[src/sv/periodic_nearest_site_search_unit_assert.svh]
// Assertion macros for the periodic nearest-site search unit.
`ifndef PERIODIC_NEAREST_SITE_SEARCH_UNIT_ASSERT_SVH
`define PERIODIC_NEAREST_SITE_SEARCH_UNIT_ASSERT_SVH
`ifndef SYNTHESIS
`define PNS_ASSERT_IMP(label, clk, rst_n, ante, cons) \
    label: assert property (@(posedge clk) disable iff (!rst_n) (ante) |-> (cons)) \
        else $error("assertion failed");
`define PNS_ASSERT_NXT(label, clk, rst_n, ante, cons) \
    label: assert property (@(posedge clk) disable iff (!rst_n) (ante) |=> (cons)) \
        else $error("assertion failed");
`else
`define PNS_ASSERT_IMP(label, clk, rst_n, ante, cons)
`define PNS_ASSERT_NXT(label, clk, rst_n, ante, cons)
`endif
`endif

[src/sv/pnss_pkg.sv]
// Shared types and constants for the periodic nearest-site search unit.
`timescale 1ns / 1ps
`default_nettype none
package pnss_pkg;
    localparam logic CMD_WRITE = 1'b0;
    localparam logic CMD_QUERY = 1'b1;
    localparam logic [47:0] DIST_MAX = 48'hFFFF_FFFF_FFFF;

    localparam logic [2:0] REG_BOX_X = 3'd0;
    localparam logic [2:0] REG_BOX_Y = 3'd1;
    localparam logic [2:0] REG_BOX_Z = 3'd2;
    localparam logic [2:0] REG_INV_X = 3'd3;
    localparam logic [2:0] REG_INV_Y = 3'd4;
    localparam logic [2:0] REG_INV_Z = 3'd5;
    localparam logic [2:0] REG_COUNT = 3'd6;

    typedef struct packed {
        logic               command;
        logic [7:0]         site_index;
        logic signed [23:0] coord_x;
        logic signed [23:0] coord_y;
        logic signed [23:0] coord_z;
    } in_word_t;

    typedef struct packed {
        logic [7:0]  nearest_index;
        logic [47:0] nearest_dist2;
    } out_word_t;

    typedef enum logic [1:0] {
        ST_IDLE,
        ST_RUN,
        ST_DONE
    } state_t;

    // axis sequencing of the shared distance unit
    typedef enum logic [2:0] {
        PH_READ,
        PH_MUL,
        PH_WRAP,
        PH_SQ,
        PH_ACC
    } phase_t;
endpackage
`default_nettype wire

[src/sv/pnss_axis_unit.sv]
// Shared per-axis wrap and square unit: multiplies, wraps, squares in three stages.
`timescale 1ns / 1ps
`default_nettype none
module pnss_axis_unit
    import pnss_pkg::*;
(
    input  wire logic               clk,
    input  wire logic signed [24:0] d,
    input  wire logic [22:0]        box,
    input  wire logic [31:0]        inv,
    output logic [47:0]             sq,
    output logic                    sat
);
    logic signed [58:0] prod_reg;
    logic signed [24:0] d1_reg;
    logic [22:0]        box1_reg;
    logic signed [59:0] p;
    logic signed [19:0] n;
    logic signed [44:0] w;
    logic signed [44:0] w_reg;
    logic [44:0]        mag;
    logic [23:0]        mag_reg;
    logic               big_reg;

    // stage 1: d * inv
    always_ff @(posedge clk)
    begin
        prod_reg <= 59'(d * $signed({1'b0, inv}));
        d1_reg   <= d;
        box1_reg <= box;
    end

    // stage 2: round to nearest image, wrap
    always_comb
    begin
        p = 60'(prod_reg) + (60'sd1 <<< 39);
        n = 20'(-(p >>> 40));
        w = 45'(d1_reg) + 45'(n * $signed({1'b0, box1_reg}));
    end

    always_ff @(posedge clk)
    begin
        w_reg <= w;
    end

    // stage 3: magnitude and square
    always_comb
    begin
        mag = w_reg[44] ? 45'(-w_reg) : w_reg;
    end

    always_ff @(posedge clk)
    begin
        mag_reg <= mag[23:0];
        big_reg <= (mag[44:24] != '0);
    end

    assign sq  = 48'(mag_reg) * 48'(mag_reg);
    assign sat = big_reg;
endmodule
`default_nettype wire

[config.mk]
export PLATFORM = sky130hd
export DESIGN_NAME = pnss_axis_unit
export DESIGN_NICKNAME = d
export VERILOG_FILES = /design/src/sv/periodic_nearest_site_search_unit_assert.svh /design/src/sv/pnss_pkg.sv /design/src/sv/pnss_axis_unit.sv
export SDC_FILE = /design/constraint.sdc
export NUM_CORES = 2
export LEC_CHECK = 0
export BUFFER_PORTS_ARGS = -buffer_cell sky130_fd_sc_hd__buf_2
export CORE_MARGIN = 3
export CORE_UTILIZATION = 40
export CTS_CLUSTER_DIAMETER = 200
export DETAILED_ROUTE_END_ITERATION = 16
export HOLD_SLACK_MARGIN = 0.15
export SYNTH_ARGS = -nofsm -noshare
export SYNTH_HDL_FRONTEND = slang
export SYNTH_SLANG_ARGS = --single-unit
[constraint.sdc]
create_clock -name clk -period 14.5 [get_ports clk]
set_clock_uncertainty 0.1 [all_clocks]
set_input_delay 2.9 -clock clk [delete_from_list [all_inputs] [get_ports clk]]
set_output_delay 2.9 -clock clk [all_outputs]
set_load 0.02 [all_outputs]
==> impl_metrics.csv <==
group,metric,value,unit
placed_design,dp_cells,8768,
clocking,cts_hold_buf,0,
detailed_routing,ant_nets,0,
placed_design,portBuffers,128,
detailed_routing,drt_iter0_markers,2631,
job,max-cap-violations,0,
min_path,min_path_type,"flop to flop",
clocking,clkTransAtPathRegs,0.07,ns
finish,largest_reg_flops,45,
logic_synthesis,syn_area_per_cell,9.06,um2
finish,drive_above_1_share,3.82,%
clocking,post-cts-setup-buffers,0,
critical_path,crit_top_cell,"fa_1",
sta,slew-limit-headroom,17.0,%
detailed_routing,drt_wl_total,165,mm
detailed_routing,vias,44700,
critical_path,start_kind,"flop",
sta,fin_crit,12.06,ns
sta,fin_crit_sh,83.1,%
logic_synthesis,syn_area,62200,um2
outcome,status,"finished, final reports clean",
grt,antenna_found_initial,12,
floorplan,core-area,154000,um2
critical_path,rr_worst_depth,29,
finish,area_growth_syn_to_layout,5.02,%
floorplan,pin_count,130,
logic_synthesis,synth.distinct_cells,82,
grt,grt_use_total,21.3,%
sta,final.setup.tns,0,ns
critical_path,critPathRequiredTime,11.50,ns
floorplan,die_width,400,um
sta,maxSlewViolCount,0,
sta,hold_viol_final,0,
sta,finalSetupViolCount,0,
critical_path,crit_start,"mag_reg[5]$_DFF_P_",
detailed_routing,vias_per_cell,5.07,
grt,grt_pass1_wl,270,mm
detailed_routing,routedWlPerCell,18.7,um
critical_path,crit_arrival,9.06,ns
finish,stdcell_count,8805,
critical_path,cp_max_fo,25,
detailed_routing,drc,0,
sta,max_freq,83.0,MHz
clocking,cts_buffers,17,
critical_path,ff2ff_setup_slack,4.44,ns
finish,final_common_cell,"inv_1",
clocking,clock_latency,0.49,ns
critical_path,cp_cell_sequence,"nand2_1 > fa_1 > inv_1 > fa_1 > fa_1 > inv_1 > fa_1 > fa_1 > inv_1 > fa_1 > fa_1 > ha_1 > and3_1 > a221oi_1 > o21ai_0 > a41oi_1 > o211ai_1 > a31oi_1 > o31ai_1 > a221oi_1 > xnor2_1 > buf_2",
logic_synthesis,synth_nets,9042,
floorplan,start_util,40.3,%
clocking,numClockSinks,137,
critical_path,crit_type,"flop to output port",
logic_synthesis,ys.flop_type,"dfxtp_1",
placed_design,hpwl,126,mm
floorplan,rows,144,
clocking,root_buffer,"clkbuf_16",
sta,rsz0062_at_grt,"false",
critical_path,r2r-start,"prod_reg[40]$_DFF_P_",
logic_synthesis,synth_async_sr_flop_share,0,%
logic_synthesis,yosysSeqAreaShare,4.41,%
grt,grt_pass1_vias,49000,
placed_design,gp_congestion,0.876,
clocking,cts_tree,"built",
critical_path,crit_path_end_kind,"output port",
sta,worst_pin_slew,1.24,ns
floorplan,dieArea,160000,um2
floorplan,die_h,400,um
logic_synthesis,synth-edff-count,0,
min_path,min_from,"w_reg[0]$_DFF_P_",
logic_synthesis,ys.warnings.count,0,
logic_synthesis,synth_area_leaders,"fa_1, ha_1, inv_1, nand2_1, and2_1",
logic_synthesis,synth_top_area_share,49.2,%
logic_synthesis,syn_inst,6861,
grt,grt_max_degree,40,
finish,final_cell_mix,"inv_1, fa_1, nand2_1",
critical_path,cp_slowest_stage_delay,1.11,ns
critical_path,r2r-end,"w_reg[38]$_DFF_P_",
clocking,clk_path_buf_depth,2,
min_path,min_to,"mag_reg[0]$_DFF_P_",
detailed_routing,drt_pass1_iterations,7,
critical_path,critPathSlowestCell,"dfxtp_1",
logic_synthesis,ys_seq_elements,137,
grt,grt_overflow,0,
clocking,cts.htree.levels,4,
finish,nets,8924,
logic_synthesis,synth_top_area_cell,"fa_1",
clocking,cts_resized,0,
min_path,min_path_cells,0,
stage by stage:
stage          worst slack (ns)  instance area, um2  util (%)  hold slack (ns)
6_report                   2.44               65300      42.3            0.303
3_5_place_dp               2.95               64600      41.9            0.299
2_1_floorplan              4.67               62200         -            0.252
3_3_place_gp               3.10               64600      41.9            0.300
4_1_cts                    2.38               65300      42.3            0.312
5_1_grt                    2.03               65300      42.3            0.327
cell families after synthesis:
| logic type | after synthesis | share of synthesized area [%] |
|---|---|---|
| compound gates | 468 | 4.91 |
| xor+xnor | 156 | 2.20 |
| fa+ha+maj | 2100 | 60.7 |
| buf+inv | 2025 | 12.3 |
| flops | 137 | 4.41 |
| mux | 5 | 0.0845 |
| other cells | 1 | 0.00603 |
| simple gates | 1969 | 15.3 |
critical path: cells and delay by family (launching register included):
family,cells,cell delay [ns]
AO/OA/AOI/OAI,7,2.60
adder cells (fa/ha/maj),8,3.76
flip-flops,1,1.11
XOR/XNOR,1,0.17
buffers and inverters,4,0.37
AND/OR/NAND/NOR,2,0.52
synth_stat cells, types with 7 or more instances:
library cell	n
and4_1	7
o211ai_1	9
or3_1	16
xor2_1	47
clkbuf_1	296
a41oi_1	7
a21o_1	74
nor2b_1	32
fa_1	1528
ha_1	572
nor3_1	33
a211oi_1	13
a311oi_1	7
a21oi_1	137
o21a_1	18
o22ai_1	7
o31ai_1	18
and3_1	14
nand4_1	17
o21bai_1	14
dfxtp_1	137
nor4_1	17
xnor2_1	109
nand2b_1	69
o21ai_0	81
nor2_1	135
nand3_1	44
and2_1	547
nand2_1	997
inv_1	1713
a31oi_1	18
routing by layer:
metal	up-vias	global-route usage [%]	routed length (um)
met5	-	0	13
met4	2	5.64	4380
met3	283	2.89	10600
met2	1454	36.3	79800
met1	23000	28.4	70400
li1	19900	-	-
worst max path at each step:
stage               cells after the start  slack [ns]     end
floorplan                              21        4.67  sq[42]
global placement                       22        3.10  sq[42]
detailed placement                     22        2.95  sq[42]
CTS                                    22        2.38  sq[42]
global route                           22        2.03  sq[42]
finish                                 22        2.44  sq[42]
cell type report:
cell class,count,area [um2]
Fill cell,15400,88900
Multi-Input combinational cell,4699,51900
Inverter,1713,6430
Sequential cell,137,2740
Tap cell,2044,2560
Timing Repair Buffer,175,993
Clock buffer,17,425
Clock inverter,15,223
Antenna cell,5,12.5
Power is left out: the tool's default activity adds up to more than one toggle a clock period on the data nets, which glitch-free logic cannot reach.
